===== config.mk =====
export PLATFORM = sky130hd
export DESIGN_NAME = fractional_baud_divisor_search_core
export DESIGN_NICKNAME = d
export VERILOG_FILES = /design/src/sv/fbds_pkg.sv /design/src/sv/fbds_divider.sv /design/src/sv/fractional_baud_divisor_search_core.sv
export SDC_FILE = /design/constraint.sdc
export NUM_CORES = 2
export LEC_CHECK = 0
export BUFFER_PORTS_ARGS = -buffer_cell sky130_fd_sc_hd__buf_2
export CELL_PAD_IN_SITES_DETAIL_PLACEMENT = 2
export CELL_PAD_IN_SITES_GLOBAL_PLACEMENT = 2
export CORE_MARGIN = 1
export CORE_UTILIZATION = 42
export CTS_BUF_LIST = sky130_fd_sc_hd__clkbuf_8
export DETAILED_ROUTE_END_ITERATION = 8
export GPL_ROUTABILITY_DRIVEN = 0
export HOLD_SLACK_MARGIN = 0.08
export PLACE_DENSITY = 0.86
export RECOVER_POWER = 25
export SYNTH_ARGS = -nofsm -noshare
export SYNTH_HDL_FRONTEND = slang
export SYNTH_SLANG_ARGS = --single-unit

===== constraint.sdc =====
create_clock -name aclk -period 15.9 [get_ports aclk]
set_input_delay 0.795 -clock aclk [delete_from_list [all_inputs] [get_ports aclk]]
set_output_delay 0.795 -clock aclk [all_outputs]
set_load 0.1 [all_outputs]

===== src/sv/fbds_pkg.sv =====
// ============================================================================
// fbds_pkg - shared constants and tables for the fractional baud divisor search
// Holds the fractional-divider ROM, field widths and the divider request/response types.
// ============================================================================
package fbds_pkg;

    localparam int CLOCK_W   = 28;
    localparam int BAUD_W    = 24;
    localparam int DL_W      = 16;
    localparam int FRAC_W    = 4;
    localparam int ROM_SIZE  = 72;
    localparam int TABLE_ENTRIES_DEF = 72;
    localparam int OVERSAMPLE_DEF    = 16;
    localparam logic [CLOCK_W-1:0] CLOCK_RESET = 28'd25000000;

    // Operand width of the shared divider: the dividend clk*mul*256 needs 28+4+8 bits.
    localparam int DIV_W = 40;
    localparam int DIV_CNT_W = $clog2(DIV_W + 1);

    typedef logic [FRAC_W-1:0] frac_t;

    typedef struct packed {
        logic           start;
        logic [DIV_W-1:0] dividend;
        logic [DIV_W-1:0] divisor;
    } div_req_t;

    typedef struct packed {
        logic           done;
        logic [DIV_W-1:0] quotient;
    } div_rsp_t;

    function automatic frac_t rom_add(input logic [6:0] idx);
        frac_t r;
        unique case (idx)
            7'd0:  r = 4'd0;  7'd1:  r = 4'd1;  7'd2:  r = 4'd1;  7'd3:  r = 4'd1;
            7'd4:  r = 4'd1;  7'd5:  r = 4'd1;  7'd6:  r = 4'd1;  7'd7:  r = 4'd1;
            7'd8:  r = 4'd1;  7'd9:  r = 4'd2;  7'd10: r = 4'd1;  7'd11: r = 4'd2;
            7'd12: r = 4'd1;  7'd13: r = 4'd2;  7'd14: r = 4'd1;  7'd15: r = 4'd3;
            7'd16: r = 4'd2;  7'd17: r = 4'd3;  7'd18: r = 4'd1;  7'd19: r = 4'd4;
            7'd20: r = 4'd3;  7'd21: r = 4'd2;  7'd22: r = 4'd3;  7'd23: r = 4'd4;
            7'd24: r = 4'd1;  7'd25: r = 4'd5;  7'd26: r = 4'd4;  7'd27: r = 4'd3;
            7'd28: r = 4'd5;  7'd29: r = 4'd2;  7'd30: r = 4'd5;  7'd31: r = 4'd3;
            7'd32: r = 4'd4;  7'd33: r = 4'd5;  7'd34: r = 4'd6;  7'd35: r = 4'd7;
            7'd36: r = 4'd1;  7'd37: r = 4'd8;  7'd38: r = 4'd7;  7'd39: r = 4'd6;
            7'd40: r = 4'd5;  7'd41: r = 4'd4;  7'd42: r = 4'd7;  7'd43: r = 4'd3;
            7'd44: r = 4'd8;  7'd45: r = 4'd5;  7'd46: r = 4'd7;  7'd47: r = 4'd9;
            7'd48: r = 4'd2;  7'd49: r = 4'd9;  7'd50: r = 4'd7;  7'd51: r = 4'd5;
            7'd52: r = 4'd8;  7'd53: r = 4'd11; 7'd54: r = 4'd3;  7'd55: r = 4'd10;
            7'd56: r = 4'd7;  7'd57: r = 4'd11; 7'd58: r = 4'd4;  7'd59: r = 4'd9;
            7'd60: r = 4'd5;  7'd61: r = 4'd11; 7'd62: r = 4'd6;  7'd63: r = 4'd13;
            7'd64: r = 4'd7;  7'd65: r = 4'd8;  7'd66: r = 4'd9;  7'd67: r = 4'd10;
            7'd68: r = 4'd11; 7'd69: r = 4'd12; 7'd70: r = 4'd13; 7'd71: r = 4'd14;
            default: r = 4'd0;
        endcase
        return r;
    endfunction

    function automatic frac_t rom_mul(input logic [6:0] idx);
        frac_t r;
        unique case (idx)
            7'd0:  r = 4'd1;  7'd1:  r = 4'd15; 7'd2:  r = 4'd14; 7'd3:  r = 4'd13;
            7'd4:  r = 4'd12; 7'd5:  r = 4'd11; 7'd6:  r = 4'd10; 7'd7:  r = 4'd9;
            7'd8:  r = 4'd8;  7'd9:  r = 4'd15; 7'd10: r = 4'd7;  7'd11: r = 4'd13;
            7'd12: r = 4'd6;  7'd13: r = 4'd11; 7'd14: r = 4'd5;  7'd15: r = 4'd14;
            7'd16: r = 4'd9;  7'd17: r = 4'd13; 7'd18: r = 4'd4;  7'd19: r = 4'd15;
            7'd20: r = 4'd11; 7'd21: r = 4'd7;  7'd22: r = 4'd10; 7'd23: r = 4'd13;
            7'd24: r = 4'd3;  7'd25: r = 4'd14; 7'd26: r = 4'd11; 7'd27: r = 4'd8;
            7'd28: r = 4'd13; 7'd29: r = 4'd5;  7'd30: r = 4'd12; 7'd31: r = 4'd7;
            7'd32: r = 4'd9;  7'd33: r = 4'd11; 7'd34: r = 4'd13; 7'd35: r = 4'd15;
            7'd36: r = 4'd2;  7'd37: r = 4'd15; 7'd38: r = 4'd13; 7'd39: r = 4'd11;
            7'd40: r = 4'd9;  7'd41: r = 4'd7;  7'd42: r = 4'd12; 7'd43: r = 4'd5;
            7'd44: r = 4'd13; 7'd45: r = 4'd8;  7'd46: r = 4'd11; 7'd47: r = 4'd14;
            7'd48: r = 4'd3;  7'd49: r = 4'd13; 7'd50: r = 4'd10; 7'd51: r = 4'd7;
            7'd52: r = 4'd11; 7'd53: r = 4'd15; 7'd54: r = 4'd4;  7'd55: r = 4'd13;
            7'd56: r = 4'd9;  7'd57: r = 4'd14; 7'd58: r = 4'd5;  7'd59: r = 4'd11;
            7'd60: r = 4'd6;  7'd61: r = 4'd13; 7'd62: r = 4'd7;  7'd63: r = 4'd15;
            7'd64: r = 4'd8;  7'd65: r = 4'd9;  7'd66: r = 4'd10; 7'd67: r = 4'd11;
            7'd68: r = 4'd12; 7'd69: r = 4'd13; 7'd70: r = 4'd14; 7'd71: r = 4'd15;
            default: r = 4'd1;
        endcase
        return r;
    endfunction

endpackage


===== src/sv/fbds_divider.sv =====
// ============================================================================
// fbds_divider - shared restoring divider
// Unsigned radix-2 division, one quotient bit per cycle.
// ============================================================================
module fbds_divider (
    input  logic              aclk,
    input  logic              aresetn,
    input  fbds_pkg::div_req_t req,
    output fbds_pkg::div_rsp_t rsp
);
    import fbds_pkg::*;

    logic [DIV_W-1:0]     rem_reg, rem_next;
    logic [DIV_W-1:0]     quo_reg, quo_next;
    logic [DIV_W-1:0]     den_reg, den_next;
    logic [DIV_CNT_W-1:0] cnt_reg, cnt_next;
    logic                 busy_reg, busy_next;
    logic                 done_reg, done_next;
    logic [DIV_W:0]       trial;
    logic [DIV_W:0]       diff;

    assign trial = {rem_reg, quo_reg[DIV_W-1]};
    assign diff  = trial - {1'b0, den_reg};

    always_comb begin
        rem_next  = rem_reg;
        quo_next  = quo_reg;
        den_next  = den_reg;
        cnt_next  = cnt_reg;
        busy_next = busy_reg;
        done_next = 1'b0;
        if (req.start) begin
            rem_next  = '0;
            quo_next  = req.dividend;
            den_next  = req.divisor;
            cnt_next  = DIV_CNT_W'(DIV_W);
            busy_next = 1'b1;
        end else if (busy_reg) begin
            // shift in the next dividend bit; keep the difference if it did not go negative
            if (!diff[DIV_W]) begin
                rem_next = diff[DIV_W-1:0];
                quo_next = {quo_reg[DIV_W-2:0], 1'b1};
            end else begin
                rem_next = trial[DIV_W-1:0];
                quo_next = {quo_reg[DIV_W-2:0], 1'b0};
            end
            cnt_next = cnt_reg - 1'b1;
            if (cnt_reg == DIV_CNT_W'(1)) begin
                busy_next = 1'b0;
                done_next = 1'b1;
            end
        end
    end

    always_ff @(posedge aclk) begin
        if (!aresetn) begin
            busy_reg <= 1'b0;
            done_reg <= 1'b0;
            cnt_reg  <= '0;
        end else begin
            busy_reg <= busy_next;
            done_reg <= done_next;
            cnt_reg  <= cnt_next;
        end
        rem_reg <= rem_next;
        quo_reg <= quo_next;
        den_reg <= den_next;
    end

    assign rsp.done     = done_reg;
    assign rsp.quotient = quo_reg;

endmodule


===== src/sv/fractional_baud_divisor_search_core.sv =====
// ============================================================================
// fractional_baud_divisor_search_core - UART fractional baud divisor search
// Walks the fractional-divider ROM and picks the pair with the smallest rate error.
// ============================================================================
//  channel  | ports                               | role
//  ---------+-------------------------------------+-------------------------
//  s_       | s_valid s_ready s_baud_rate         | requested baud rate in
//  m_       | m_valid m_ready m_divisor_latch ... | divisor, pair, success
//  cfg_     | cfg_valid cfg_ready cfg_data        | peripheral clock in Hz
//
//  Each ROM entry takes a pass through the shared divider for the divisor
//  latch (started from ST_DL) and, unless that divisor is zero, a second pass
//  for the achieved rate (started from ST_RATE); a zero baud skips the search.
//  s_ready is high only while the sequencer is idle and no result is pending.
//  A result waits in the output register until m_ready; reset clears it.
module fractional_baud_divisor_search_core #(
    parameter int TABLE_ENTRIES = fbds_pkg::TABLE_ENTRIES_DEF,
    parameter int OVERSAMPLE    = fbds_pkg::OVERSAMPLE_DEF
) (
    input  logic                          aclk,
    input  logic                          aresetn,
    input  logic                          s_valid,
    output logic                          s_ready,
    input  logic [fbds_pkg::BAUD_W-1:0]   s_baud_rate,
    output logic                          m_valid,
    input  logic                          m_ready,
    output logic [fbds_pkg::DL_W-1:0]     m_divisor_latch,
    output logic [fbds_pkg::FRAC_W-1:0]   m_div_add,
    output logic [fbds_pkg::FRAC_W-1:0]   m_mul_val,
    output logic                          m_success,
    input  logic                          cfg_valid,
    output logic                          cfg_ready,
    input  logic [fbds_pkg::CLOCK_W-1:0]  cfg_data
);
    import fbds_pkg::*;

    localparam int N_ENTRIES = (TABLE_ENTRIES > ROM_SIZE) ? ROM_SIZE : TABLE_ENTRIES;
    localparam int OVER_EFF  = (OVERSAMPLE == 0) ? 1 : OVERSAMPLE;

    typedef enum logic [5:0] {
        ST_IDLE  = 6'b000001,
        ST_DL    = 6'b000010,
        ST_DLW   = 6'b000100,
        ST_RATE  = 6'b001000,
        ST_RATEW = 6'b010000,
        ST_DONE  = 6'b100000
    } state_t;

    state_t               state_reg, state_next;
    logic [CLOCK_W-1:0]   clock_reg;
    logic [BAUD_W-1:0]    baud_reg, baud_next;
    logic [6:0]           idx_reg, idx_next;
    logic [DIV_W-1:0]     dl_reg, dl_next;
    logic                 found_reg, found_next;
    logic [DIV_W-1:0]     best_err_reg, best_err_next;
    logic [DIV_W-1:0]     best_dl_reg, best_dl_next;
    logic [6:0]           best_idx_reg, best_idx_next;
    logic                 m_valid_reg, m_valid_next;
    logic [DL_W-1:0]      o_dl_reg, o_dl_next;
    logic [FRAC_W-1:0]    o_add_reg, o_add_next;
    logic [FRAC_W-1:0]    o_mul_reg, o_mul_next;
    logic                 o_ok_reg, o_ok_next;

    div_req_t             req;
    div_rsp_t             rsp;

    frac_t                cur_mul, cur_add;
    logic [FRAC_W:0]      cur_sum;
    logic [DIV_W-1:0]     num_dl;
    logic [DIV_W-1:0]     den_dl;
    logic [DIV_W-1:0]     den_rate;
    logic [DIV_W-1:0]     target;
    logic [DIV_W-1:0]     err;
    logic                 last_entry;

    assign cur_mul  = rom_mul(idx_reg);
    assign cur_add  = rom_add(idx_reg);
    assign cur_sum  = {1'b0, cur_mul} + {1'b0, cur_add};
    assign num_dl   = DIV_W'(clock_reg) * DIV_W'(cur_mul);
    assign den_dl   = DIV_W'(baud_reg) * DIV_W'(OVER_EFF * 1) * DIV_W'(cur_sum);
    assign den_rate = dl_reg[27:0] * DIV_W'(cur_sum) * DIV_W'(OVER_EFF * 1);
    assign target   = {8'h00, baud_reg, 8'h00};
    assign err      = (rsp.quotient >= target) ? rsp.quotient - target
                                               : target - rsp.quotient;
    assign last_entry = (idx_reg == 7'(N_ENTRIES - 1));

    fbds_divider u_div (
        .aclk    (aclk),
        .aresetn (aresetn),
        .req     (req),
        .rsp     (rsp)
    );

    always_comb begin
        state_next    = state_reg;
        baud_next     = baud_reg;
        idx_next      = idx_reg;
        dl_next       = dl_reg;
        found_next    = found_reg;
        best_err_next = best_err_reg;
        best_dl_next  = best_dl_reg;
        best_idx_next = best_idx_reg;
        m_valid_next  = m_valid_reg;
        o_dl_next     = o_dl_reg;
        o_add_next    = o_add_reg;
        o_mul_next    = o_mul_reg;
        o_ok_next     = o_ok_reg;
        req.start     = 1'b0;
        req.dividend  = num_dl;
        req.divisor   = den_dl;

        if (m_valid_reg && m_ready) begin
            m_valid_next = 1'b0;
        end

        unique case (state_reg)
            ST_IDLE: begin
                if (s_valid && !m_valid_reg) begin
                    baud_next  = s_baud_rate;
                    idx_next   = '0;
                    found_next = 1'b0;
                    state_next = (s_baud_rate == '0) ? ST_DONE : ST_DL;
                end
            end
            ST_DL: begin
                req.start  = 1'b1;
                state_next = ST_DLW;
            end
            ST_DLW: begin
                if (rsp.done) begin
                    dl_next = rsp.quotient;
                    // skip pairs whose divisor rounds down to zero
                    if (rsp.quotient == '0) begin
                        if (last_entry) state_next = ST_DONE;
                        else begin
                            idx_next   = idx_reg + 1'b1;
                            state_next = ST_DL;
                        end
                    end else begin
                        state_next = ST_RATE;
                    end
                end
            end
            ST_RATE: begin
                req.start    = 1'b1;
                req.dividend = {num_dl[DIV_W-9:0], 8'h00};
                req.divisor  = den_rate;
                state_next   = ST_RATEW;
            end
            ST_RATEW: begin
                if (rsp.done) begin
                    if (!found_reg || err < best_err_reg) begin
                        found_next    = 1'b1;
                        best_err_next = err;
                        best_dl_next  = dl_reg;
                        best_idx_next = idx_reg;
                    end
                    if (last_entry) state_next = ST_DONE;
                    else begin
                        idx_next   = idx_reg + 1'b1;
                        state_next = ST_DL;
                    end
                end
            end
            ST_DONE: begin
                m_valid_next = 1'b1;
                if (found_reg && best_dl_reg <= DIV_W'(16'hFFFF)) begin
                    o_dl_next  = best_dl_reg[DL_W-1:0];
                    o_add_next = rom_add(best_idx_reg);
                    o_mul_next = rom_mul(best_idx_reg);
                    o_ok_next  = 1'b1;
                end else begin
                    o_dl_next  = '0;
                    o_add_next = '0;
                    o_mul_next = FRAC_W'(1);
                    o_ok_next  = 1'b0;
                end
                state_next = ST_IDLE;
            end
            default: state_next = ST_IDLE;
        endcase
    end

    always_ff @(posedge aclk) begin
        if (!aresetn) begin
            state_reg   <= ST_IDLE;
            m_valid_reg <= 1'b0;
            found_reg   <= 1'b0;
            clock_reg   <= CLOCK_RESET;
        end else begin
            state_reg   <= state_next;
            m_valid_reg <= m_valid_next;
            found_reg   <= found_next;
            if (cfg_valid && cfg_ready) clock_reg <= cfg_data;
        end
        baud_reg     <= baud_next;
        idx_reg      <= idx_next;
        dl_reg       <= dl_next;
        best_err_reg <= best_err_next;
        best_dl_reg  <= best_dl_next;
        best_idx_reg <= best_idx_next;
        o_dl_reg     <= o_dl_next;
        o_add_reg    <= o_add_next;
        o_mul_reg    <= o_mul_next;
        o_ok_reg     <= o_ok_next;
    end

    assign s_ready         = (state_reg == ST_IDLE) && !m_valid_reg;
    assign cfg_ready       = 1'b1;
    assign m_valid         = m_valid_reg;
    assign m_divisor_latch = o_dl_reg;
    assign m_div_add       = o_add_reg;
    assign m_mul_val       = o_mul_reg;
    assign m_success       = o_ok_reg;

    // an accepted transaction always moves the sequencer out of idle
    assert property (@(posedge aclk) disable iff (!aresetn)
        (s_valid && s_ready) |=> (state_reg != ST_IDLE))
        else $error("sequencer did not start");
    // a failed search reports the fixed failure fields
    assert property (@(posedge aclk) disable iff (!aresetn)
        (m_valid && !m_success) |-> (m_divisor_latch == '0 && m_mul_val == FRAC_W'(1)))
        else $error("failure fields wrong");
    // a successful search never reports a zero divisor
    assert property (@(posedge aclk) disable iff (!aresetn)
        (m_valid && m_success) |-> (m_divisor_latch != '0))
        else $error("zero divisor reported as success");
    // the divider only finishes while the sequencer waits on it
    assert property (@(posedge aclk) disable iff (!aresetn)
        rsp.done |-> (state_reg == ST_DLW || state_reg == ST_RATEW))
        else $error("unexpected divider completion");

endmodule


**Word level (Yosys, flattened, before mapping)**

Memories as Yosys holds them, arrays and structs flattened. A register that Yosys moved wholly into a read port is not among the register bits.
Cells that the tools add are included.

- $add $sub $neg: 6
- Multiply operators: 3
- Magnitude comparators: 3
- Equal/unequal tests: 13
- Muxes and demuxes: 35
- Bitwise logic cells: 2
- Reduce and logical (&&, ||, !) cells: 24

Operators with widths:

| operator | number |
|---|---|
| 40-bit 2-to-1 mux | 4 |
| 80-bit 2-to-1 mux | 1 |
| 7-bit 2-to-1 mux | 7 |
| 6-bit 2-to-1 mux | 8 |
| 41-bit by 40-bit subtractor with 41-bit output | 1 |
| 40-bit by 32-bit >= comparator with 1-bit output | 1 |
| 40-bit by 16-bit <= comparator with 1-bit output (second input constant) | 1 |
| 40-bit zero test | 1 |
| 40-bit less-than comparator | 1 |
| 32-bit by 40-bit subtractor with 40-bit output | 1 |
| 40-bit by 32-bit subtractor with 40-bit output | 1 |
| 28-bit by 5-bit multiplier with 33-bit output | 1 |
| 28-bit by 4-bit multiplier with 32-bit output | 1 |
| 6-bit case mux with 5 select lines | 1 |
| 24-bit by 5-bit multiplier with 29-bit output | 1 |
| 24-bit zero test | 1 |
| 7-bit case mux with 3 select lines | 1 |
| 6-bit by 1-bit equality test with 1-bit output (second input constant) | 2 |
| 1-bit 2-to-1 mux | 12 |
| 7-bit by 1-bit adder with 7-bit output (second input constant) | 1 |
| 7-bit equality test (second input constant) | 1 |
| 6-bit by 2-bit equality test with 1-bit output (second input constant) | 1 |
| 6-bit by 3-bit equality test with 1-bit output (second input constant) | 1 |
| 6-bit by 4-bit equality test with 1-bit output (second input constant) | 1 |
| 19 further kinds | 34 |

- Register bits: 339
- Bits in read-only memories: 2048
- Input port bits: 57
- Output and inout bits: 28
- Logic and storage cells: 110
- Memories kept: 4

Memories:

| memory | words | bits a word | rd ports | clocked after memory_dff | write ports | line | source |
|---|---|---|---|---|---|---|---|
| (name not given) | 128 | 4 | 1 | 1 | 0 | fbds_pkg.sv:35 | `unique case (idx)` |
| (name not given) | 128 | 4 | 1 | 1 | 0 | fbds_pkg.sv:61 | `unique case (idx)` |
| (name not given) | 128 | 4 | 1 | 1 | 0 | fbds_pkg.sv:35 |  |
| (name not given) | 128 | 4 | 1 | 1 | 0 | fbds_pkg.sv:61 |  |

**Longest topological paths before layout**

- Depth in word-level cells: 7
- Depth in mapped cells: 26

**Modules after synthesis**

Synthesis repeated with hierarchy kept, for this count alone.

- Cell total of the unflattened synthesis: 3680
- Area total of the unflattened synthesis: 33049.2 µm²

Modules (own cells, without submodules):

| module | times used | cells each | area each (µm²) |
|---|---|---|---|
| fractional_baud_divisor_search_core | 1 | 2960 | 25808.5 |
| fbds_divider | 1 | 720 | 7240.7 |

**Worst setup path after synthesis**

OpenSTA, ideal clock, no wires.

- Path type: reg-to-reg
- Start point: register u_div.quo_reg[33]
- End point: register best_dl_reg[0] (enable)
- Library setup time: 0.652 ns
- Arrival time: 10.412 ns
- Data required time: 15.248 ns
- Setup slack: 4.836 ns
- Stages on the path, launching flop included: 23
- Buffers on the path: 3
- Clock period less this slack: 11.064 ns
- Cells stage by stage: edfxtp_1 > or3_1 > buf_2 > or4_4 > a31o_2 > or2_2 > or3_1 > clkbuf_1 > clkbuf_1 > o31ai_1 > o21ai_0 > xnor2_1 > ha_1 > a21o_1 > a21oi_1 > nor2b_1 > o21ai_0 > nand2b_1 > a21oi_1 > nor2b_1 > o21ai_0 > nand3b_1 > o21ai_0

- Word-level cells in the longest chain between the ends: 5

RTL lines:

| element | line | source |
|---|---|---|
| start, declared | fbds_divider.sv:14 | `logic [DIV_W-1:0] quo_reg, quo_next;` |
| start signal, assigned | fbds_divider.sv:66 | `quo_reg <= quo_next;` |
| 40-bit by 32-bit >= comparator with 1-bit output | fractional_baud_divisor_search_core.sv:83 | `assign err = (rsp.quotient >= target) ? rsp.quotient - target` |
| 40-bit 2-to-1 mux | fractional_baud_divisor_search_core.sv:83 |  |
| net err[25] | fractional_baud_divisor_search_core.sv:73 | `logic [DIV_W-1:0] err;` |
| 40-bit less-than comparator | fractional_baud_divisor_search_core.sv:152 | `if (!found_reg \|\| err < best_err_reg) begin` |
| 1-bit logical OR | fractional_baud_divisor_search_core.sv:152 |  |
| 3-bit AND reduction (no line) | - |  |
| end signal, assigned | fractional_baud_divisor_search_core.sv:200 | `best_dl_reg <= best_dl_next;` |
| end, declared | fractional_baud_divisor_search_core.sv:56 | `logic [DIV_W-1:0] best_dl_reg, best_dl_next;` |

The timed path passes the listed nets, and every way through them passes these cells.
A chain may end at the register's enable or synchronous reset.

**Worst setup path in the final report**

- Start point: register u_div.quo_reg[8]
- End point: register best_dl_reg[4] (enable)

- Word-level cells in the longest chain between the ends: 5

RTL lines:

| element | line | source |
|---|---|---|
| 32-bit by 40-bit subtractor with 40-bit output, or another cell as far along | fractional_baud_divisor_search_core.sv:84 | `: target - rsp.quotient;` |
| 40-bit 2-to-1 mux * | fractional_baud_divisor_search_core.sv:83 |  |
| net err[26] | fractional_baud_divisor_search_core.sv:73 |  |
| 40-bit less-than comparator * | fractional_baud_divisor_search_core.sv:152 |  |
| 1-bit logical OR * | fractional_baud_divisor_search_core.sv:152 |  |
| 3-bit AND reduction (no line) * | - |  |

The timed path passes the listed nets; every way through them passes the cells marked *.

==> impl_metrics.py <==
metrics = {
    "run_status": {
        "status": "finished with violations",
        "violations": "max-capacitance violations, max-slew violations",
    },
    "job": {
        "drv_cap": 2,
    },
    "global_routing": {
        "grt_pass1_vias": 32700,
        "grt_max_degree": 57,
        "grt_pass1_wl_mm": 199.7,
        "antenna_found_initial": 8,
        "grt-ovfl-total": 0,
        "grt_usage_pct": 33.55,
    },
    "sta": {
        "clock_skew_ns": 0.04245,
        "fin_crit_sh_pct": 51.65,
        "fin_crit_ns": 8.213,
        "setup_violations": 0,
        "worstMarginPinSlew_ns": 1.993,
        "fin_setup_tns_ns": 0,
        "rsz0062_at_grt": "false",
        "hold_violations": 0,
        "max_freq_mhz": 121.8,
        "relSlewSlack_pct": -32.88,
        "slew_viol_final": 56,
    },
    "layout": {
        "drive_above_1_share_pct": 6.527,
        "area_growth_pct": 8.330,
        "multiInputGateArea_um2": 20240,
        "regArea_um2": 9530,
        "final_common_cell": "inv_1",
        "finalNetCount": 4133,
        "fill_cells": 8137,
        "final_cell_mix": "inv_1, nand2_1, edfxtp_1, ha_1, a21oi_1",
    },
    "route": {
        "wl_mm": 129.2,
        "drt-initial-drc-count": 1957,
        "vias_per_cell": 6.167,
        "drc": 0,
        "wl_per_cell_um": 27.74,
        "ant_nets": 0,
        "dr.pass1.iters": 6,
        "vias": 28710,
    },
    "die": {
        "die_area_um2": 77060,
        "core-area_um2": 74820,
        "core.rowCount": 100,
        "die_height_um": 277.6,
        "start_util_pct": 42.64,
        "ioPinCount": 85,
        "fp.dieW_um": 277.6,
    },
    "clock_tree": {
        "clk_path_buf_depth": 3,
        "numCtsBuffers": 71,
        "clkLatencyLatePin_ns": 0.72,
        "htreeDepth": 3,
        "post-cts-setup-buffer-count": 0,
        "clock-sinks": 348,
        "cts_tree": "done",
        "cts-resized-gates": 0,
        "clockRootBuffer": "clkbuf_8",
        "hold_buffers": 0,
        "clk_pin_slew_ns": 0.06,
    },
    "place": {
        "dpl.hpwl_mm": 93.18,
        "io_buffers": 83,
    },
    "yosys": {
        "yosys_warnings": 0,
        "syn_avg_cell_area_um2": 8.902,
        "seq_area_frac_synth_pct": 29.87,
        "ys_seq_elements": 348,
        "ys_async_sr_fraction_pct": 0,
        "synth_edf_count": 256,
        "ys.flop_type": "edfxtp_1",
        "synth_cell_types": 92,
        "synthesis.nets": 4096,
        "syn_inst": 3584,
        "syn_area_um2": 31900,
    },
    "worst_setup_path": {
        "critPathMaxStageDelay_ns": 1.08,
        "path_buf_inv": 4,
        "start_kind": "register",
        "path_class": "register to register",
        "cp_top_family": "compound AO/OA/AOI/OAI gates",
        "worstPathRequired_ns": 16.24,
        "path_depth": 25,
        "worstPathArrival_ns": 8.55,
        "r2r.worst_path.cells": 25,
        "cp_max_fo": 52,
        "crit_path_end_kind": "register",
        "critical_path.slowest_cell": "o21ai_4",
    },
    "min_path": {
        "hp-class": "input pin to register",
        "whs_path_depth": 1,
    },
}
==> cell type report <==
class	count	share of cell area (%)
Antenna cell	10	0.07241
Clock inverter	49	0.6734
Inverter	420	4.576
Sequential cell	348	27.58
Timing Repair Buffer	118	1.846
Multi-Input combinational cell	2662	58.56
Clock buffer	80	3.186
Tap cell	969	3.508
==> kinds of logic (layout without fill, tap and decap cells) <==
kind of cell    Yosys count  in the layout  synth area share (%)
simple gates           1145           1145                 17.57
other cells               1             11               0.01175
compound gates          848            848                 16.82
fa+ha+maj               455            455                 22.53
buf+inv                 574            667                 6.930
xor+xnor                143            143                 3.926
flops                   348            348                 29.87
mux                      70             70                 2.337
==> Yosys cell counts, drive strengths merged (18+ instances only) <==
| library cell | number | area (um^2) |
|---|---|---|
| a211oi | 36 | 270.3 |
| a21o | 88 | 660.6 |
| a21oi | 255 | 1280 |
| a31oi | 39 | 265.3 |
| and2 | 220 | 1376 |
| and3 | 19 | 118.9 |
| buf | 23 | 137.6 |
| clkbuf | 131 | 491.7 |
| dfxtp | 92 | 1842 |
| edfxtp | 256 | 7687 |
| fa | 199 | 3984 |
| ha | 256 | 3203 |
| inv | 419 | 1573 |
| mux2i | 58 | 584.3 |
| nand2 | 386 | 1451 |
| nand2b | 43 | 269.0 |
| nand3 | 57 | 290.3 |
| nand4 | 31 | 193.9 |
| nor2 | 218 | 818.3 |
| nor2b | 40 | 250.2 |
| nor3 | 49 | 255.3 |
| nor4 | 29 | 181.4 |
| o211ai | 25 | 192.7 |
| o21a | 28 | 210.2 |
| o21ai | 197 | 989.7 |
| o21bai | 18 | 135.1 |
| o31ai | 23 | 172.7 |
| xnor2 | 78 | 683.2 |
| xor2 | 65 | 569.3 |
==> layer usage <==
metal / GRT usage [%] / vias to the layer above / part of all wire [%]
met2: 58.63 / 1144 / 50
met1: 38.62 / 14670 / 38
li1: - / 12430 / -
met3: 6.148 / 468 / 6.0
met5: 0 / - / 0.029
met4: 18.66 / 4 / 5.9
==> path summary, 6_finish.rpt <==
kind | start | end | slack [ns]
max | u_div.quo_reg[8] | best_dl_reg[4] | 7.69
min | s_baud_rate[4] | baud_reg[4] | 0.28
max reg2reg | u_div.quo_reg[8] | best_dl_reg[4] | 7.69
min reg2reg | dl_reg[36] | best_dl_reg[36] | 0.42
==> metrics by stage <==
| step | cells | utilization (%) | cell area, um^2 | worst slack [ns] | hold slack [ns] |
|---|---|---|---|---|---|
| CTS | 4645 | 46.21 | 34570 | 7.895 | 0.2486 |
| global placement | 4516 | 44.42 | 33240 | 8.638 | 0.4015 |
| global route | 4649 | 46.17 | 34540 | 7.465 | 0.2579 |
| finish | 4656 | 46.19 | 34560 | 7.687 | 0.2819 |
| floorplan | 3584 | - | 31900 | 4.836 | 0.4003 |
| detailed placement | 4516 | 44.42 | 33240 | 7.917 | 0.4062 |
Power is not shown: default switching activity piles up to over one toggle a cycle in this logic, so the estimate is an artifact.
